--- src/hw/rtl/c8x_pkg.sv ---
package c8x_pkg;

   localparam logic [1:0] ACT_EXEC  = 2'd0;
   localparam logic [1:0] ACT_WRITE = 2'd1;
   localparam logic [1:0] ACT_READ  = 2'd2;
   localparam logic [1:0] ACT_ROW   = 2'd3;

   // datapath commands
   localparam logic [3:0] CMD_NONE     = 4'd0;
   localparam logic [3:0] CMD_LATCH    = 4'd1;  // capture request, read VX/VY
   localparam logic [3:0] CMD_EXEC     = 4'd2;  // opcode effects in the dispatch state
   localparam logic [3:0] CMD_MEMWR    = 4'd3;  // write mem_addr
   localparam logic [3:0] CMD_MEMRD    = 4'd4;  // issue memory read at address
   localparam logic [3:0] CMD_ROWRD    = 4'd5;
   localparam logic [3:0] CMD_CLS      = 4'd6;  // clear one frame row
   localparam logic [3:0] CMD_DRAWRD   = 4'd7;  // read sprite byte + frame row
   localparam logic [3:0] CMD_DRAWWR   = 4'd8;  // write back frame row
   localparam logic [3:0] CMD_STORE    = 4'd9;  // FX55 one byte / BCD digit
   localparam logic [3:0] CMD_LOADRD   = 4'd10; // FX65 read
   localparam logic [3:0] CMD_LOADWR   = 4'd11; // FX65 reg write
   localparam logic [3:0] CMD_FILL     = 4'd12; // clear/font fill after reset
   localparam logic [3:0] CMD_RESULT   = 4'd13;

   typedef struct packed {
      logic [3:0] cmd;
      logic [6:0] step;
   } cmd_type;

   typedef struct packed {
      logic [1:0] action;
      logic [3:0] top;
      logic [3:0] x;
      logic [3:0] n;
      logic [7:0] kk;
      logic       row_clip;  // current draw row beyond bottom edge
      logic       fill_last; // fill pass at the last memory address
   } status_type;

   function automatic logic [7:0] glyph(input logic [6:0] i);
      logic [7:0] g;
      case (i)
         7'd0,7'd4,7'd10,7'd12,7'd14,7'd15,7'd17,7'd19,7'd22,7'd25,7'd27,7'd29,
         7'd30,7'd32,7'd34,7'd35,7'd40,7'd42,7'd44,7'd45,7'd47,7'd49,7'd50,7'd52,
         7'd60,7'd64,7'd70,7'd72,7'd74,7'd75,7'd77: g = 8'hF0;
         7'd1,7'd2,7'd3,7'd20,7'd21,7'd33,7'd41,7'd43,7'd46,7'd51,7'd53,7'd54,
         7'd56,7'd58,7'd66,7'd67,7'd68: g = 8'h90;
         7'd5,7'd7,7'd8,7'd37: g = 8'h20;
         7'd6: g = 8'h60;
         7'd9: g = 8'h70;
         7'd11,7'd16,7'd18,7'd23,7'd24,7'd28,7'd36,7'd48: g = 8'h10;
         7'd13,7'd26,7'd31,7'd61,7'd62,7'd63,7'd71,7'd73,7'd76,7'd78,7'd79: g = 8'h80;
         7'd38,7'd39: g = 8'h40;
         7'd55,7'd57,7'd59,7'd65,7'd69: g = 8'hE0;
         default: g = 8'h00;
      endcase
      return g;
   endfunction

endpackage

--- src/hw/rtl/c8x_control.sv ---
module c8x_control (
   input  logic                clock,
   input  logic                reset,
   input  logic                req_valid,
   output logic                req_ready,
   output logic                rsp_valid,
   input  logic                rsp_ready,
   output c8x_pkg::cmd_type    cmd,
   input  c8x_pkg::status_type status
);
   localparam logic [3:0] S_FILL = 4'd0, S_IDLE = 4'd1, S_DISP = 4'd2, S_CLS = 4'd3,
      S_DRD = 4'd4, S_DWAIT = 4'd5, S_DWR = 4'd6, S_STORE = 4'd7, S_LRD = 4'd8,
      S_LWAIT = 4'd9, S_LWR = 4'd10, S_MRD = 4'd11, S_FIN = 4'd12, S_OUT = 4'd13;

   logic [3:0] st_ff, st_in;
   logic [6:0] step_ff, step_in;
   logic       rv_ff, rv_in;
   logic [4:0] last;

   assign req_ready = (st_ff == S_IDLE) && !rv_ff;
   assign rsp_valid = rv_ff;

   always_comb begin
      st_in = st_ff; step_in = step_ff; rv_in = rv_ff;
      cmd.cmd = c8x_pkg::CMD_NONE; cmd.step = step_ff;
      last = (status.kk == 8'h33) ? 5'd2 : {1'b0, status.x};
      if (rv_ff && rsp_ready) rv_in = 1'b0;
      case (st_ff)
         // one pass over the whole memory: zero, with the font at its base
         S_FILL: begin
            cmd.cmd = c8x_pkg::CMD_FILL;
            if (status.fill_last) begin st_in = S_IDLE; step_in = 7'd0; end
         end
         S_IDLE: if (req_valid && !rv_ff) begin
            cmd.cmd = c8x_pkg::CMD_LATCH; st_in = S_DISP; step_in = 7'd0;
         end
         S_DISP: case (status.action)
            c8x_pkg::ACT_EXEC: begin
               cmd.cmd = c8x_pkg::CMD_EXEC;
               st_in = S_OUT;
               if (status.top == 4'h0 && status.kk == 8'hE0 && status.x == 4'd0)
                  st_in = S_CLS;
               else if (status.top == 4'hD) st_in = (status.n == 4'd0) ? S_OUT : S_DRD;
               else if (status.top == 4'hF && (status.kk == 8'h55 || status.kk == 8'h33))
                  st_in = S_STORE;
               else if (status.top == 4'hF && status.kk == 8'h65) st_in = S_LRD;
            end
            c8x_pkg::ACT_WRITE: begin cmd.cmd = c8x_pkg::CMD_MEMWR; st_in = S_OUT; end
            c8x_pkg::ACT_READ:  begin cmd.cmd = c8x_pkg::CMD_MEMRD; st_in = S_MRD; end
            default:            begin cmd.cmd = c8x_pkg::CMD_ROWRD; st_in = S_MRD; end
         endcase
         S_CLS: begin
            cmd.cmd = c8x_pkg::CMD_CLS; step_in = step_ff + 7'd1;
            if (step_ff == 7'd31) st_in = S_OUT;
         end
         S_DRD: if (status.row_clip) st_in = S_OUT;
            else begin cmd.cmd = c8x_pkg::CMD_DRAWRD; st_in = S_DWAIT; end
         S_DWAIT: st_in = S_DWR;
         S_DWR: begin
            cmd.cmd = c8x_pkg::CMD_DRAWWR; step_in = step_ff + 7'd1;
            st_in = (step_ff[3:0] == status.n - 4'd1) ? S_OUT : S_DRD;
         end
         S_STORE: begin
            cmd.cmd = c8x_pkg::CMD_STORE; step_in = step_ff + 7'd1;
            if (step_ff[4:0] == last) st_in = S_OUT;
         end
         S_LRD:   begin cmd.cmd = c8x_pkg::CMD_LOADRD; st_in = S_LWAIT; end
         S_LWAIT: st_in = S_LWR;
         S_LWR: begin
            cmd.cmd = c8x_pkg::CMD_LOADWR; step_in = step_ff + 7'd1;
            st_in = (step_ff[3:0] == status.x) ? S_OUT : S_LRD;
         end
         S_MRD: st_in = S_FIN;
         S_FIN: begin cmd.cmd = c8x_pkg::CMD_RESULT; st_in = S_OUT; end
         S_OUT: begin rv_in = 1'b1; st_in = S_IDLE; end
         default: st_in = S_IDLE;
      endcase
   end

   always_ff @(posedge clock) begin
      if (reset) begin
         st_ff <= S_FILL; step_ff <= 7'd0; rv_ff <= 1'b0;
      end else begin
         st_ff <= st_in; step_ff <= step_in; rv_ff <= rv_in;
      end
   end
endmodule

--- config.mk ---
export PLATFORM = sky130hd
export DESIGN_NAME = c8x_control
export DESIGN_NICKNAME = d
export VERILOG_FILES = /design/src/hw/rtl/c8x_pkg.sv /design/src/hw/rtl/c8x_control.sv
export SDC_FILE = /design/constraint.sdc
export NUM_CORES = 1
export LEC_CHECK = 0
export ABC_CLOCK_PERIOD_IN_PS = 2900
export BUFFER_PORTS_ARGS = -buffer_cell sky130_fd_sc_hd__buf_2
export CAP_MARGIN = 20
export CORE_ASPECT_RATIO = 0.7
export CORE_MARGIN = 2
export CORE_UTILIZATION = 45
export CTS_CLUSTER_SIZE = 40
export DETAILED_ROUTE_END_ITERATION = 8
export GPL_TIMING_DRIVEN = 0
export PLACE_DENSITY = 0.72
export SYNTH_ARGS = -nofsm -noshare
export SYNTH_HDL_FRONTEND = slang
export SYNTH_SLANG_ARGS = --single-unit
--- constraint.sdc ---
create_clock -name clock -period 2.9 [get_ports clock]
set_input_delay 0.58 -clock clock [delete_from_list [all_inputs] [get_ports clock]]
set_output_delay 0.58 -clock clock [all_outputs]
set_load 0.02 [all_outputs]
==> summary.txt <==
Global route
  – Vias in the first global route: 1321
  – Overflow after GRT: 0
  – Global Route Usage Sum: between 20% and 30%
  – Antenna violations before repair: 0
  – First-pass GRT wire length: approximately 6000 um
  – Largest net degree at the start of global routing: 11

Logic synthesis
  – Post-synthesis async set-or-reset flop share: 0%
  – Post-synth EDFFs: 0
  – Top-count cell post-synth: nor2_1
  – Simple-gate share of the synthesized area: 32.9%
  – Mapped Area: 0.00128 mm2
  – Post-Synthesis Cells: 180
  – Top post-synthesis cells by count: nor2_1, nand2_1, dfxtp_1, o21ai_0, clkbuf_1
  – Compound-Gate Fraction of Synth Area: around 29%
  – Syn_nets: around 210
  – Ys Warns: 0
  – Synth area leaders: dfxtp_1, nor2_1, o21ai_0
  – Post-synthesis cell type count: between 50 and 60
  – Post-synthesis sequential area ratio: 18.7%
  – Synth Area in XOR/XNOR: a little over 8%
  – Main synth FF type: dfxtp_1
  – Yosys top cell area share: a little under a fifth
  – Mean post-synth cell area: ~7.1 um2
  – Top cell type by total area after synthesis: dfxtp_1
  – Mux cell area share after synthesis: about 1.6%
  – Main combinational cell family by area after synthesis: simple AND/OR/NAND/NOR gates
  – FF+latch count, synth: 12
  – Adder-cell area share of the yosys netlist: about 3.7%

Layout
  – Net count, final: ~260
  – Cell area after layout: about 0.0016 mm2
  – Syn-to-layout area delta: 22.0%
  – Post-layout util: between 50% and 60%
  – Diode count: 0
  – Proportion of layout cells with a drive suffix above 1: between 20% and 30%
  – Post-Layout Cell Count: 258

Clocking
  – CTS tree: done
  – Clock Root Buffer: clkbuf_8
  – CTS clock-pin slew for the worst setup and hold paths: approximately 0.050 ns
  – Clock tree buffer depth: 2
  – Skew-Pair Late Insertion Delay: 0.24 ns
  – Post-CTS setup buffers: 0
  – Resize count post-CTS: 0
  – Htree depth: 1
  – Hold Buf Count CTS: 0
  – TritonCTS Buffers: 3
  – Clk sinks: 12

Timing
  – Final setup margin: 0.378 ns
  – Clk_skew: ~0.0035 ns
  – Post-Route Setup TNS: 0 ns
  – Highest Clock Rate: between 300 and 400 MHz
  – RSZ-0062 raised after global routing: false
  – WHS: 0.516 ns
  – Period utilization: between 80% and 90%
  – Slew HR: between 60% and 70%
  – Final setup fails: 0
  – Final slew viol count: 0
  – Min Tclk post-route: 2.52 ns
  – Final hold violations: 0
  – Measured slew at the worst slew-check pin: ~0.55 ns

Run status
  – Status: complete, no violations

Critical path
  – Req. time, crit path: 2.32 ns
  – Critical Path AT: 1.94 ns
  – Startpoint types: flip-flop
  – CP max FO: 9
  – Reg-to-reg slack, setup: 0.87 ns
  – CP Capture Type: primary output
  – Worst Setup Path Type: reg -> out

Die
  – Core Area: about 0.0028 mm2
  – IO Pins: 41
  – Die X: roughly 68 um
  – Die footprint: about 0.0033 mm2
  – Die height: roughly 49 um
  – Initial Utilization: a little under half
  – # rows: 16

Detailed routing
  – Via Count: roughly 1500
  – Post-Route WL: roughly 3600 um
  – Initial DRC Count: about 110
  – Wire per inst: between 10 and 15 um
  – Drt via density: between 5 and 6
  – Pre-antenna DRT Iters: 4
  – Antenna viol nets, final: 0
  – DR DRC count: 0

Pwr
  – Total power: approximately 0.51 mW
  – Pint: roughly 0.33 mW
  – Power density over the cells: between 300 and 400 mW/mm2
  – Switching Fraction: about a third
  – Peak VDD IR: ~270 uV
  – Sequential fraction of design power: 33.7%
  – Comb power frac: 36.3%
  – LEAKAGE: around 0.65 nW
  – Clock power frac: 30.0%
  – Switching pwr: about 0.18 mW

Place
  – Dpl ws: roughly 0.35 ns
  – PortBufs: 39
  – Dpl cell area: 0.00152 mm2
  – Routability Congestion: roughly 0.9
  – HPWL Detailed: 2860 um
  – Placed insts: between 200 and 300

Job
  – # Max-Cap Violations: 0

Hold path
  – HP Class: reg -> reg
worst max-delay path, stage by stage (launching register included):
cell      delay [ns]
dfxtp_1         0.30
clkbuf_1        0.30
clkinv_1        0.35
maj3_1          0.43
o21ai_0         0.14
buf_2           0.19
state kept, by name (all words and copies together) (netlist names):
register / cells
step_ff: 7
st_ff: 4
rsp_valid: 1
metal layers:
layer | up-vias | routed length [um] | track usage [%]
met1 | 675 | 1790 | 36.2
met3 | 5 | 295 | 6.28
li1 | 758 | - | -
met4 | 0 | 27 | 4.00
met5 | - | 0 | 0
met2 | 68 | 1460 | 32.2
final timing paths:
path,endpoint,depth (start not counted),from
max,cmd[10],5,st_ff[3]
min,step_ff[5],2,step_ff[5]
max reg2reg,step_ff[3],6,st_ff[0]
min reg2reg,step_ff[5],2,step_ff[5]
kinds of logic after synthesis:
logic type      after synthesis
compound gates               53
xor+xnor                     12
fa+ha+maj                     4
buf+inv                      19
flops                        12
mux                           2
simple gates                 78
power by group through the flow:
| stage | clock network [mW] | logic [mW] | registers, mW |
|---|---|---|---|
| global route | 0.170 | 0.203 | 0.172 |
| detailed placement | 0 | 0.181 | 0.175 |
| floorplan | 0 | 0.121 | 0.175 |
| finish | 0.153 | 0.184 | 0.171 |
| global placement | 0 | 0.182 | 0.175 |
| CTS | 0.158 | 0.182 | 0.171 |
layout make-up:
cell class / count / area, um2
Inverter: 8 / 30.0
Tap cell: 36 / 45.0
Multi-Input combinational cell: 149 / 971
Clock buffer: 3 / 41.3
Buffer: 11 / 41.3
Timing Repair Buffer: 39 / 195
Sequential cell: 12 / 240
Fill cell: 281 / 1200
placed cells by master, fill, tap and decap left out, types with 3 or more instances in the layout:
cell type  count
a311oi_1       3
nand3_1        6
o31ai_1        3
clkbuf_8       3
nor4_1         4
nand2_1       13
inv_1          7
buf_2         39
a211oi_1       4
clkbuf_1       8
dfxtp_1       12
xnor2_1        6
nor2_1        23
nor2b_1        7
buf_1          3
nor3_1         6
a21oi_1        7
xor2_1         6
o22ai_1        3
o21ai_0       11
o2111ai_1      3
ha_1           3
Note: power is estimated with default switching activity, not from simulation.
